### src/rtl/fsat_pkg.sv
// shared types and constants of the floppy sector address translator
`timescale 1ns / 1ps
package fsat_pkg;

	localparam int LSEC_W    = 16;
	localparam int SPT_W     = 8;
	localparam int HEADS_W   = 2;
	localparam int TRACKS_W  = 8;
	localparam int SIZE_W    = 2;
	localparam int START_W   = 8;
	localparam int BYTES_W   = 16;
	localparam int TRACK_W   = 8;
	localparam int SECTOR_W  = 8;
	localparam int MAXS_W    = 8;
	localparam int TOTAL_W   = 17;
	localparam int PROD_W    = TRACKS_W + SPT_W;
	localparam int CFG_W     = 8;
	localparam int CFG_IDX_W = 3;
	localparam int IN_DATA_W  = 40;
	localparam int OUT_DATA_W = 48;

	// smallest sector is 128 bytes, larger sizes double per code step
	localparam int SIZE_SHIFT_BASE = 7;
	localparam int BUDGET_Q_W      = BYTES_W - SIZE_SHIFT_BASE;
	localparam int END_W           = BUDGET_Q_W + 1;

	localparam int DEF_BUFFER_BYTES = 4096;

	localparam logic [SPT_W-1:0]    RST_SPT    = 8'd18;
	localparam logic [HEADS_W-1:0]  RST_HEADS  = 2'd2;
	localparam logic [TRACKS_W-1:0] RST_TRACKS = 8'd80;
	localparam logic                RST_DSTEP  = 1'b0;
	localparam logic [SIZE_W-1:0]   RST_SIZE   = 2'd2;

	typedef enum logic [CFG_IDX_W-1:0] {
		CFG_SPT    = 3'd0,
		CFG_HEADS  = 3'd1,
		CFG_TRACKS = 3'd2,
		CFG_DSTEP  = 3'd3,
		CFG_SIZE   = 3'd4
	} fsat_cfg_idx_t;

	typedef enum logic {
		CMD_TRANSLATE = 1'b0,
		CMD_MAX_COUNT = 1'b1
	} fsat_cmd_t;

	// partial remainder, dividend turning into quotient, divisor
	typedef struct packed {
		logic [SPT_W-1:0]  rem;
		logic [LSEC_W-1:0] dvd;
		logic [SPT_W-1:0]  div;
	} fsat_div_t;

	typedef struct packed {
		fsat_cmd_t         cmd;
		logic              spt_zero;
		logic [LSEC_W-1:0] lsec;
		logic [MAXS_W-1:0] maxs;
	} fsat_item_t;

endpackage

### src/rtl/fsat_div_cell.sv
// one restoring division step with its own pipeline register
`timescale 1ns / 1ps
module fsat_div_cell (
	input  logic                clk,
	input  logic                arst_n,
	input  logic                in_valid,
	output logic                in_ready,
	input  fsat_pkg::fsat_div_t  in_div,
	input  fsat_pkg::fsat_item_t in_item,
	output logic                out_valid,
	input  logic                out_ready,
	output fsat_pkg::fsat_div_t  out_div,
	output fsat_pkg::fsat_item_t out_item
);
	import fsat_pkg::*;

	logic              valid_q;
	fsat_div_t         div_q;
	fsat_item_t        item_q;
	logic              adv;
	logic [SPT_W:0]    trial;
	logic [SPT_W:0]    diff;
	logic              ge;
	fsat_div_t         div_next;

	assign adv      = !valid_q || out_ready;
	assign in_ready = adv;

	always_comb begin
		trial = {in_div.rem, in_div.dvd[LSEC_W-1]};
		diff  = trial - {1'b0, in_div.div};
		ge    = (trial >= {1'b0, in_div.div});
		div_next.div = in_div.div;
		div_next.dvd = {in_div.dvd[LSEC_W-2:0], ge};
		div_next.rem = ge ? diff[SPT_W-1:0] : trial[SPT_W-1:0];
	end

	always_ff @(posedge clk or negedge arst_n) begin
		if (!arst_n) begin
			valid_q <= 1'b0;
		end else if (adv) begin
			valid_q <= in_valid;
		end
	end

	always_ff @(posedge clk) begin
		if (adv && in_valid) begin
			div_q  <= div_next;
			item_q <= in_item;
		end
	end

	assign out_valid = valid_q;
	assign out_div   = div_q;
	assign out_item  = item_q;

endmodule

### src/rtl/floppy_sector_address_translator.sv
// top level: geometry registers, division cell row and result register
//
// Input channel s_axis: one request per transfer, command in tuser, operands in
// tdata. Output channel m_axis: one result per request, in request order.
// Configuration: cfg_we with cfg_index and cfg_data writes one geometry
// register at the clock edge; indexes beyond the register list are ignored.
// Path: a request accepted on s_axis passes through the 16 division cells,
// the first cell loading at the accepting edge, and then the result register
// before its result shows on m_axis.
// Throughput: one request per cycle while m_axis_tready stays high; the row
// of 16 division cells, one quotient bit each, is fully pipelined.
// Reset (arst_n low) empties every stage and loads the default geometry of
// 18 sectors, 2 heads, 80 tracks, single stepping and 512-byte sectors.
// When the receiver stalls the result holds on m_axis; requests are still
// taken while any stage behind it is empty, and s_axis_tready drops once
// the whole row is full.
`timescale 1ns / 1ps
module floppy_sector_address_translator #(
	parameter int BUFFER_BYTES = fsat_pkg::DEF_BUFFER_BYTES
) (
	input  logic                              clk,
	input  logic                              arst_n,
	input  logic                              cfg_we,
	input  logic [fsat_pkg::CFG_IDX_W-1:0]    cfg_index,
	input  logic [fsat_pkg::CFG_W-1:0]        cfg_data,
	input  logic                              s_axis_tvalid,
	output logic                              s_axis_tready,
	// logical_sector, start_sector, transfer_bytes
	input  logic [fsat_pkg::IN_DATA_W-1:0]    s_axis_tdata,
	// command
	input  logic                              s_axis_tuser,
	output logic                              m_axis_tvalid,
	input  logic                              m_axis_tready,
	// track, head, sector, beyond_disk, max_sectors, total_sectors, zero fill
	output logic [fsat_pkg::OUT_DATA_W-1:0]   m_axis_tdata
);
	import fsat_pkg::*;

	localparam int NCELL = LSEC_W;

	logic [SPT_W-1:0]    spt_q;
	logic [HEADS_W-1:0]  heads_q;
	logic [TRACKS_W-1:0] tracks_q;
	logic                dstep_q;
	logic [SIZE_W-1:0]   size_q;
	logic [TOTAL_W-1:0]  total_q;

	logic [LSEC_W-1:0]     in_lsec;
	logic [START_W-1:0]    in_start;
	logic [BYTES_W-1:0]    in_bytes;
	logic [BYTES_W-1:0]    budget;
	logic [BUDGET_Q_W-1:0] budget_q;
	logic [END_W-1:0]      end_sec;
	logic [END_W-1:0]      end_clamp;
	logic [END_W-1:0]      span;
	logic                  start_ok;
	logic [TRACKS_W-1:0]   eff_tracks;
	logic [PROD_W-1:0]     prod;
	logic                  two_heads;

	fsat_div_t  div_c   [NCELL+1];
	fsat_item_t item_c  [NCELL+1];
	logic       valid_c [NCELL+1];
	logic       ready_c [NCELL+1];

	logic                 out_valid_q;
	logic [TRACK_W-1:0]   track_q;
	logic                 head_q;
	logic [SECTOR_W-1:0]  sector_q;
	logic                 beyond_q;
	logic [MAXS_W-1:0]    maxs_q;
	logic [TOTAL_W-1:0]   total_out_q;
	fsat_cmd_t            cmd_q;
	logic                 out_adv;
	logic [LSEC_W-1:0]    quo;
	logic [LSEC_W-1:0]    trk_full;
	logic [TRACK_W-1:0]   trk_adj;
	logic                 res_head;
	logic                 res_beyond;
	fsat_item_t           last_item;

	// geometry registers
	always_ff @(posedge clk or negedge arst_n) begin
		if (!arst_n) begin
			spt_q    <= RST_SPT;
			heads_q  <= RST_HEADS;
			tracks_q <= RST_TRACKS;
			dstep_q  <= RST_DSTEP;
			size_q   <= RST_SIZE;
		end else if (cfg_we) begin
			case (fsat_cfg_idx_t'(cfg_index))
				CFG_SPT:    spt_q    <= cfg_data[SPT_W-1:0];
				CFG_HEADS:  heads_q  <= cfg_data[HEADS_W-1:0];
				CFG_TRACKS: tracks_q <= cfg_data[TRACKS_W-1:0];
				CFG_DSTEP:  dstep_q  <= cfg_data[0];
				CFG_SIZE:   size_q   <= cfg_data[SIZE_W-1:0];
				default:    ;
			endcase
		end
	end

	// head count 0 acts as 1, 3 acts as 2
	assign two_heads  = heads_q[1];
	assign eff_tracks = dstep_q ? {1'b0, tracks_q[TRACKS_W-1:1]} : tracks_q;
	assign prod       = eff_tracks * spt_q;

	always_ff @(posedge clk) begin
		total_q <= two_heads ? {prod, 1'b0} : {1'b0, prod};
	end

	// request unpacking and transfer count
	assign in_lsec  = s_axis_tdata[LSEC_W-1:0];
	assign in_start = s_axis_tdata[LSEC_W +: START_W];
	assign in_bytes = s_axis_tdata[LSEC_W+START_W +: BYTES_W];

	always_comb begin
		budget    = (in_bytes == '0) ? BYTES_W'(BUFFER_BYTES) : in_bytes;
		budget_q  = BUDGET_Q_W'(budget >> (SIZE_SHIFT_BASE + int'(size_q)));
		start_ok  = (in_start != '0) && (in_start <= spt_q);
		end_sec   = END_W'(in_start) + END_W'(budget_q) - END_W'(1);
		end_clamp = (end_sec > END_W'(spt_q)) ? END_W'(spt_q) : end_sec;
		span      = end_clamp + END_W'(1) - END_W'(in_start);
	end

	always_comb begin
		valid_c[0]       = s_axis_tvalid;
		div_c[0].rem     = '0;
		div_c[0].dvd     = in_lsec;
		div_c[0].div     = spt_q;
		item_c[0].cmd    = fsat_cmd_t'(s_axis_tuser);
		item_c[0].spt_zero = (spt_q == '0);
		item_c[0].lsec   = in_lsec;
		item_c[0].maxs   = start_ok ? span[MAXS_W-1:0] : '0;
	end

	assign s_axis_tready = ready_c[0];

	for (genvar i = 0; i < NCELL; i++) begin : g_cell
		fsat_div_cell u_cell (
			.clk       (clk),
			.arst_n    (arst_n),
			.in_valid  (valid_c[i]),
			.in_ready  (ready_c[i]),
			.in_div    (div_c[i]),
			.in_item   (item_c[i]),
			.out_valid (valid_c[i+1]),
			.out_ready (ready_c[i+1]),
			.out_div   (div_c[i+1]),
			.out_item  (item_c[i+1])
		);
	end

	// result register
	assign out_adv        = !out_valid_q || m_axis_tready;
	assign ready_c[NCELL] = out_adv;
	assign last_item      = item_c[NCELL];
	assign quo            = div_c[NCELL].dvd;

	always_comb begin
		trk_full   = two_heads ? {1'b0, quo[LSEC_W-1:1]} : quo;
		res_head   = two_heads & quo[0];
		trk_adj    = trk_full[TRACK_W-1:0] + TRACK_W'(dstep_q & trk_full[0]);
		res_beyond = ({1'b0, last_item.lsec} >= total_q);
	end

	always_ff @(posedge clk or negedge arst_n) begin
		if (!arst_n) begin
			out_valid_q <= 1'b0;
		end else if (out_adv) begin
			out_valid_q <= valid_c[NCELL];
		end
	end

	always_ff @(posedge clk) begin
		if (out_adv && valid_c[NCELL]) begin
			cmd_q       <= last_item.cmd;
			total_out_q <= total_q;
			maxs_q      <= '0;
			track_q     <= '0;
			head_q      <= 1'b0;
			sector_q    <= '0;
			beyond_q    <= 1'b0;
			if (last_item.cmd == CMD_MAX_COUNT) begin
				maxs_q <= last_item.maxs;
			end else begin
				beyond_q <= res_beyond;
				if (!last_item.spt_zero) begin
					track_q  <= trk_adj;
					head_q   <= res_head;
					sector_q <= div_c[NCELL].rem + SECTOR_W'(1);
				end
			end
		end
	end

	assign m_axis_tvalid = out_valid_q;
	assign m_axis_tdata  = {
		{(OUT_DATA_W - TOTAL_W - MAXS_W - SECTOR_W - TRACK_W - 2){1'b0}},
		total_out_q, maxs_q, beyond_q, sector_q, head_q, track_q
	};

`ifndef ASSERT_OFF
	a_cmd1_zero_addr: assert property (@(posedge clk) disable iff (!arst_n)
		out_valid_q && cmd_q == CMD_MAX_COUNT |->
			track_q == '0 && !head_q && sector_q == '0 && !beyond_q)
		else $error("count result carries an address");

	a_cmd0_zero_count: assert property (@(posedge clk) disable iff (!arst_n)
		out_valid_q && cmd_q == CMD_TRANSLATE |-> maxs_q == '0)
		else $error("translate result carries a transfer count");

	a_count_in_track: assert property (@(posedge clk) disable iff (!arst_n)
		out_valid_q |-> maxs_q <= spt_q)
		else $error("transfer count exceeds sectors per track");

	a_rem_below_div: assert property (@(posedge clk) disable iff (!arst_n)
		valid_c[NCELL] && !last_item.spt_zero |-> div_c[NCELL].rem < div_c[NCELL].div)
		else $error("division remainder not below divisor");

	a_stall_holds: assert property (@(posedge clk) disable iff (!arst_n)
		valid_c[NCELL] && !out_adv |=> valid_c[NCELL] && $stable(last_item))
		else $error("last cell lost its item during a stall");
`endif

endmodule
### config.mk
export PLATFORM = sky130hd
export DESIGN_NAME = floppy_sector_address_translator
export DESIGN_NICKNAME = d
export VERILOG_FILES = /design/src/rtl/fsat_pkg.sv /design/src/rtl/fsat_div_cell.sv /design/src/rtl/floppy_sector_address_translator.sv
export SDC_FILE = /design/constraint.sdc
export NUM_CORES = 1
export LEC_CHECK = 0
export BUFFER_PORTS_ARGS = -buffer_cell sky130_fd_sc_hd__buf_2
export CORE_MARGIN = 2
export CORE_UTILIZATION = 60
export DETAILED_ROUTE_END_ITERATION = 10
export PLACE_DENSITY = 0.78
export SLEW_MARGIN = 10
export SYNTH_ARGS = -nofsm -noshare
export SYNTH_HDL_FRONTEND = slang
export SYNTH_SLANG_ARGS = --single-unit
### constraint.sdc
create_clock -name clk -period 13.1 [get_ports clk]
set_input_delay 1.965 -clock clk [delete_from_list [all_inputs] [get_ports clk]]
set_output_delay 1.965 -clock clk [all_outputs]
set_load 0.005 [all_outputs]
==> impl_metrics.csv, run 1 <==
group,metric,value,unit
setup_path,cp_num_buf_inv,4,
power_and_ir_drop,peakVddDrop,0.1478,mV
drt,wl_per_cell,18.11,um
floorplanning,dieWidth,248.8,um
grt,antenna_found_initial,1,
drt,wirelength,62560,um
clock_tree,cts_hold_buf,0,
placement,dpl.hpwl,43210,um
sta,min_period_over_period,0.5908,
clock_tree,clkTransAtPathRegs,0.06,ns
synthesis,yosys.area.top_type,"edfxtp_1",
finish,fin_nets,2954,
sta,hold_viol_final,0,
grt,grt_pass1_wl,102400,um
power_and_ir_drop,power_density,230.4,mW/mm^2
placement,place.gp.congestion,0.8459,
grt,grt_usage,0.2079,
synthesis,yosys_warnings,0,
clock_tree,root_buffer,"clkbuf_16",
finish,ff_latch_area,0.02386,mm^2
setup_path,cp.arrival,8.07,ns
clock_tree,cts_resized,0,
synthesis,synth_edf_count,752,
synthesis,netlist.area_leader.share,0.6282,
sta,period_minus_slack,7.740,ns
clock_tree,cts_post_setup_buffers_inserted,0,
setup_path,cp-start-kind,"primary input",
clock_tree,clock_sinks,806,
synthesis,ys.flop_type,"edfxtp_1",
setup_path,crit_type,"primary input to flip-flop",
finish,multi_input_area,0.01102,mm^2
job,maxCapViolations,0,
placement,portBuffers,101,
finish,diodes,0,
clock_tree,cts-htree-levels,3,
setup_path,cp_slowest_stage_delay,0.61,ns
sta,setup_viol,0,
setup_path,cp_top_family,"simple AND/OR/NAND/NOR gates",
synthesis,synth_area,0.03595,mm^2
floorplanning,dieArea,0.06189,mm^2
drt,firstDrtPassIters,6,
finish,finalInstanceArea,0.03999,mm^2
clock_tree,cts_tree,"yes",
drt,drc,0,
setup_path,required,13.43,ns
floorplanning,start_util,0.6079,
clock_tree,clk_path_buf_depth,3,
setup_path,slowest_stage,"nor2_1",
hold_path,min_path_type,"flip-flop to flip-flop",
synthesis,synth-seq-cells,806,
drt,dr.first_iter.drc_count,1085,
sta,finalSetupTns,0,ns
sta,max_freq,129.2,MHz
sta,holdWs,0.4079,ns
synthesis,synth_cell_type_count,66,
floorplanning,rows,89,
sta,worst_slew_pin_slew,1.176,ns
finish,drive_above_1_share,0.1417,
grt,grt-ovfl-total,0,
placement,place_area,0.03747,mm^2
synthesis,synth_most_common_cell,"edfxtp_1",
synthesis,yosysSeqAreaShare,0.6636,
drt,vias,19320,
drt,ant_nets,0,
run_status,outcome,"completed",
synthesis,postSynth.asyncResetShare,0.04591,
grt,grt_pass1_vias,20420,
setup_path,end_kind,"flip-flop",
floorplanning,dieHeight,248.8,um
sta,maxSlewHeadroom,0.2145,
synthesis,synth_commonest_cells,"edfxtp_1, inv_1, ha_1",
grt,grt_max_degree,51,
floorplanning,coreArea,0.05913,mm^2
synthesis,synth_area_leaders,"edfxtp_1, ha_1, mux2_2",
floorplanning,ioPinCount,107,
finish,fillers,3874,
clock_tree,clkLatencyLatePin,0.63,ns
finish,syn2layout_area_growth,11.24,%
sta,drv_slew,0,
sta,skew,0.02545,ns
power_and_ir_drop,power.total,0.009214,W
sta,grt_setup_unrepaired,"no",
clock_tree,cts_made_buffers,79,
synthesis,avgSynthCellArea,14.67,um^2
synthesis,syn_inst,2451,
power_and_ir_drop,p_leak,15.89,nW
setup_path,critPathMaxFanout,13,
drt,via_per_inst,5.592,
report_power, final:
group / internal, W / switching, W / leakage (nW)
logic: 0.00139 / 0.00174 / 6.74
registers: 0.00361 / 0.000282 / 7.92
clock network: 0.00126 / 0.000932 / 1.23
total: 0.00626 / 0.00295 / 15.9
logic make-up after synthesis:
kind of cell,share of synthesized area
buffers and inverters,0.03314
adder cells (fa/ha/maj),0.1064
AND/OR/NAND/NOR,0.06693
AO/OA/AOI/OAI,0.06763
multiplexers,0.04361
flip-flops,0.6636
XOR/XNOR,0.01852
other,0.0001043
layout make-up:
cell class / count / share of cell area
Multi-Input combinational cell: 1341 / 0.2755
Tap cell: 773 / 0.02419
Timing Repair Buffer: 110 / 0.01464
Inverter: 285 / 0.02675
Sequential cell: 806 / 0.5966
Clock buffer: 96 / 0.05260
Clock inverter: 44 / 0.009700
stage by stage:
| step | worst slack [ns] | util | std cells |
|---|---|---|---|
| 2_1_floorplan | 6.019 | - | 2455 |
| 3_3_place_gp | 5.089 | 0.6338 | 3314 |
| 3_5_place_dp | 4.913 | 0.6338 | 3314 |
| 4_1_cts | 5.505 | 0.6759 | 3454 |
| 5_1_grt | 5.018 | 0.6762 | 3455 |
| 6_report | 5.360 | 0.6762 | 3455 |
worst register-to-register path, delay by kind of cell (launching register included):
kind	cells	cell delay (ns)
adder cells (fa/ha/maj)	7	1.92
AND/OR/NAND/NOR	7	1.42
flip-flops	1	0.61
multiplexers	2	0.71
AO/OA/AOI/OAI	7	1.15
buffers and inverters	4	0.23
XOR/XNOR	2	0.40
registers in the layout (all words and copies together), names as in the netlist:
| signal | cells |
|---|---|
| beyond_q | 1 |
| dstep_q | 1 |
| g_cell.u_cell.out_div | 293 |
| g_cell.u_cell.out_item | 416 |
| g_cell.u_cell.out_valid | 16 |
| head_q | 1 |
| heads_q | 1 |
| m_axis_tvalid | 1 |
| maxs_q | 8 |
| sector_q | 8 |
| size_q | 2 |
| spt_q | 8 |
| total_out_q | 17 |
| total_q | 17 |
| track_q | 8 |
| tracks_q | 8 |
layout by cell type, fill, tap and decap left out, types with 47 or more instances in the layout:
master     count
fa_1          53
mux2_2       101
clkbuf_16     81
ha_1         221
inv_1        279
edfxtp_1     752
xnor2_1       47
nor2_1       166
nand2_1      106
a21oi_1       52
o21ai_0       93
buf_2        101
routing by layer:
layer,vias up,routed length [um],GRT usage
met5,-,0,0
met4,0,2396,0.08814
met3,163,2660,0.03793
met2,421,33020,0.3792
li1,9234,-,-
met1,9501,24480,0.2405
path summary, 6_finish.rpt:
path	endpoint	slack [ns]	from	cells after the start
max in group asynchronous	g_cell[1].u_cell.out_valid$_DFFE_PN0P_	11.09	arst_n	1
min	g_cell[9].u_cell.out_item[20]$_DFFE_PP_	0.41	g_cell[8].u_cell.out_item[20]$_DFFE_PP_	0
max reg2reg	g_cell[0].u_cell.out_item[7]$_SDFFCE_PN0P_	6.35	size_q[0]$_DFFE_PN0P_	29
min in group asynchronous	size_q[0]$_DFFE_PN0P_	1.45	arst_n	1
max	g_cell[0].u_cell.out_item[7]$_SDFFCE_PN0P_	5.36	s_axis_tdata[31]	31
min reg2reg	g_cell[9].u_cell.out_item[20]$_DFFE_PP_	0.41	g_cell[8].u_cell.out_item[20]$_DFFE_PP_	0
Note: power is estimated with default switching activity, not from simulation.
==> run 2: changes to the inputs <==
--- a/config.mk
+++ b/config.mk
@@ -5,11 +5,12 @@
 export SDC_FILE = /design/constraint.sdc
 export NUM_CORES = 1
 export LEC_CHECK = 0
+export ABC_AREA = 1
 export BUFFER_PORTS_ARGS = -buffer_cell sky130_fd_sc_hd__buf_2
 export CORE_MARGIN = 2
-export CORE_UTILIZATION = 60
+export CORE_UTILIZATION = 56
 export DETAILED_ROUTE_END_ITERATION = 10
-export PLACE_DENSITY = 0.78
+export PLACE_DENSITY = 0.77
 export SLEW_MARGIN = 10
 export SYNTH_ARGS = -nofsm -noshare
 export SYNTH_HDL_FRONTEND = slang
==> constraint.sdc (replaced) <==
create_clock -name clk -period 6.6 [get_ports clk]
set_input_delay 0.99 -clock clk [delete_from_list [all_inputs] [get_ports clk]]
set_output_delay 0.99 -clock clk [all_outputs]
set_load 0.005 [all_outputs]
==> impl_metrics.csv, run 2 <==
group,metric,value,unit
synthesis,yosys_warnings,0,
synthesis,synth_commonest_cells,"edfxtp_1, nand2_1, inv_1",
clock_tree,clkLatencyLatePin,0.63,ns
setup_path,timing.rr.end,"g_cell[0].u_cell.out_item[7]$_SDFFCE_PN0P_",
hold_path,worstHoldPathCells,0,
synthesis,postSynth.asyncResetShare,0.04591,
sta,grt_setup_unrepaired,"no",
floorplanning,ioPinCount,107,
clock_tree,clkTransAtPathRegs,0.06,ns
drt,dr.first_iter.drc_count,1287,
sta,worst_slew_pin_slew,1.124,ns
drt,via_per_inst,5.207,
floorplanning,dieWidth,257.4,um
run_status,outcome,"completed",
clock_tree,cts-htree-levels,3,
finish,largest_reg_flops,416,
setup_path,worstRegToRegCells,36,
sta,max_freq,159.5,MHz
floorplanning,start_util,0.5678,
sta,finalWorstSetupSlack,0.3309,ns
sta,hold_viol_final,0,
sta,period_minus_slack,6.269,ns
synthesis,avgSynthCellArea,12.62,um^2
synthesis,synth-seq-cells,806,
setup_path,end_kind,"flip-flop",
synthesis,ys.flop_type,"edfxtp_1",
grt,grt_usage,0.1994,
drt,firstDrtPassIters,5,
setup_path,reg2reg_from,"size_q[1]$_DFFE_PN1P_",
placement,portBuffers,101,
sta,skew,0.02640,ns
clock_tree,root_buffer,"clkbuf_16",
sta,drv_slew,0,
sta,maxSlewHeadroom,0.2489,
clock_tree,clock_sinks,806,
power_and_ir_drop,peakVddDrop,0.2683,mV
synthesis,netlist.area_leader.share,0.6282,
job,maxCapViolations,0,
power_and_ir_drop,power_density,468.6,mW/mm^2
hold_path,min_from,"g_cell[7].u_cell.out_item[13]$_DFFE_PP_",
synthesis,synth_most_common_cell,"edfxtp_1",
synthesis,syn_inst,2848,
setup_path,cp_slowest_stage_delay,0.52,ns
grt,grt-ovfl-total,0,
sta,finalSetupTns,0,ns
setup_path,crit_type,"primary input to flip-flop",
finish,diodes,0,
synthesis,synth_area,0.03595,mm^2
sta,min_period_over_period,0.9499,
clock_tree,clk_path_buf_depth,3,
floorplanning,coreArea,0.06331,mm^2
finish,fin_nets,3361,
placement,place.gp.congestion,0.8819,
grt,grt_pass1_wl,105400,um
setup_path,required,6.96,ns
floorplanning,dieHeight,257.4,um
hold_path,hold_end,"g_cell[8].u_cell.out_item[13]$_DFFE_PP_",
synthesis,synth_cell_type_count,53,
grt,grt_pass1_vias,21180,
drt,drc,0,
setup_path,slowest_stage,"fa_1",
placement,dp_slack,-0.2854,ns
placement,dpl.hpwl,44450,um
floorplanning,dieArea,0.06623,mm^2
finish,drive_above_1_share,0.1094,
finish,layout_commonest_cell,"edfxtp_1",
synthesis,yosysSeqAreaShare,0.6636,
floorplanning,rows,92,
synthesis,yosys.area.top_type,"edfxtp_1",
clock_tree,cts_made_buffers,80,
drt,wl_per_cell,16.44,um
setup_path,critPathMaxFanout,8,
sta,setup_viol,0,
power_and_ir_drop,p_leak,17.12,nW
finish,layout_common_cells,"edfxtp_1, nand2_1, inv_1, ha_1, nor2_1",
setup_path,crit_top_cell,"nand2_1",
grt,grt_max_degree,51,
clock_tree,cts_tree,"yes",
finish,fillers,4538,
setup_path,reg2reg_slack,0.47,ns
drt,wirelength,64700,um
drt,ant_nets,0,
finish,syn2layout_area_growth,12.14,%
setup_path,cp-start-kind,"primary input",
synthesis,synth_edf_count,752,
setup_path,cp.arrival,6.63,ns
synthesis,synth_area_leaders,"edfxtp_1, ha_1, nand2_1",
grt,antenna_found_initial,1,
hold_path,min_path_type,"flip-flop to flip-flop",
drt,vias,20490,
==> run 2: changes by cell type in the layout (fill, tap and decap cells not counted), sizes merged, moves of 44 or more <==
| cell | previous run | this run |
|---|---|---|
| nand2 | 106 | 518 |
| inv | 284 | 457 |
| nand3 | 13 | 124 |
| mux2 | 101 | 0 |
| nor2b | 47 | 0 |
| o21ai | 102 | 146 |
==> run 2: worst max-delay path by stage <==
stage	end	depth (start not counted)	start	slack (ns)
3_3_place_gp	g_cell[0].u_cell.out_item[7]$_SDFFCE_PN0P_	36	s_axis_tdata[32]	-0.008
6_report	g_cell[0].u_cell.out_item[7]$_SDFFCE_PN0P_	37	s_axis_tdata[32]	0.33
5_1_grt	g_cell[0].u_cell.out_item[7]$_SDFFCE_PN0P_	37	s_axis_tdata[25]	0.008
4_1_cts	g_cell[0].u_cell.out_item[7]$_SDFFCE_PN0P_	36	s_axis_tdata[32]	0.30
2_1_floorplan	g_cell[0].u_cell.out_item[7]$_SDFFCE_PN0P_	35	s_axis_tdata[36]	0.74
3_5_place_dp	g_cell[0].u_cell.out_item[7]$_SDFFCE_PN0P_	36	s_axis_tdata[32]	-0.29
==> run 2: cell type report <==
class	count	area [um^2]	share of cell area
inverter	461	1730	0.04293
timing repair buffer	120	705.7	0.01751
multi-input combinational	1561	10350	0.2569
tap	846	1059	0.02626
sequential	806	23860	0.5918
clock inverter	49	519.2	0.01288
clock buffer	92	2088	0.05180
==> run 2: cell families (layout without fill, tap and decap cells) <==
family                   after synthesis  after routing  share of synthesized area
AO/OA/AOI/OAI                        277            277                    0.04372
XOR/XNOR                              94             94                    0.02290
adder cells (fa/ha/maj)              274            274                     0.1064
buffers and inverters                485            722                    0.05165
flip-flops                           806            806                     0.6636
multiplexers                           5              5                   0.001392
other                                  1              5                  0.0001043
AND/OR/NAND/NOR                      906            906                     0.1102
==> run 2: repair_timing <==
action,4_1_cts,5_1_grt
setup endpoints to repair,0,1
gates resized for setup,0,6
setup buffers,0,1
hold buffers,0,0
==> run 2: critical path, delay by kind of cell <==
family | cells | cell delay [ns]
adder cells (fa/ha/maj) | 6 | 1.90
AO/OA/AOI/OAI | 9 | 1.22
AND/OR/NAND/NOR | 16 | 1.75
buffers and inverters | 4 | 0.31
XOR/XNOR | 2 | 0.43
==> run 2: layer usage <==
metal,track usage,vias to the layer above,part of all wire
met4,0.06696,0,0.028
li1,-,10090,-
met3,0.03398,152,0.039
met5,0,-,0
met2,0.3708,451,0.54
met1,0.2326,9795,0.40
==> run 2: power by group <==
part	switching (W)	total, W	internal (W)	leakage (nW)
Combinational	0.00399	0.00629	0.00229	7.90
Clock	0.00190	0.00450	0.00260	1.27
Sequential	0.000626	0.00811	0.00748	7.95
Total	0.00652	0.0189	0.0124	17.1
==> run 2: stage by stage <==
stage / utilization / area (um^2) / total power, W / instances / hold slack (ns)
2_1_floorplan: - / 35960 / 0.01269 / 2852 / 0.4003
3_3_place_gp: 0.5936 / 37580 / 0.01399 / 3789 / 0.4004
3_5_place_dp: 0.5936 / 37580 / 0.01433 / 3789 / 0.4045
4_1_cts: 0.6348 / 40190 / 0.01895 / 3930 / 0.3941
5_1_grt: 0.6367 / 40310 / 0.02019 / 3935 / 0.4119
6_report: 0.6367 / 40310 / 0.01889 / 3935 / 0.3939
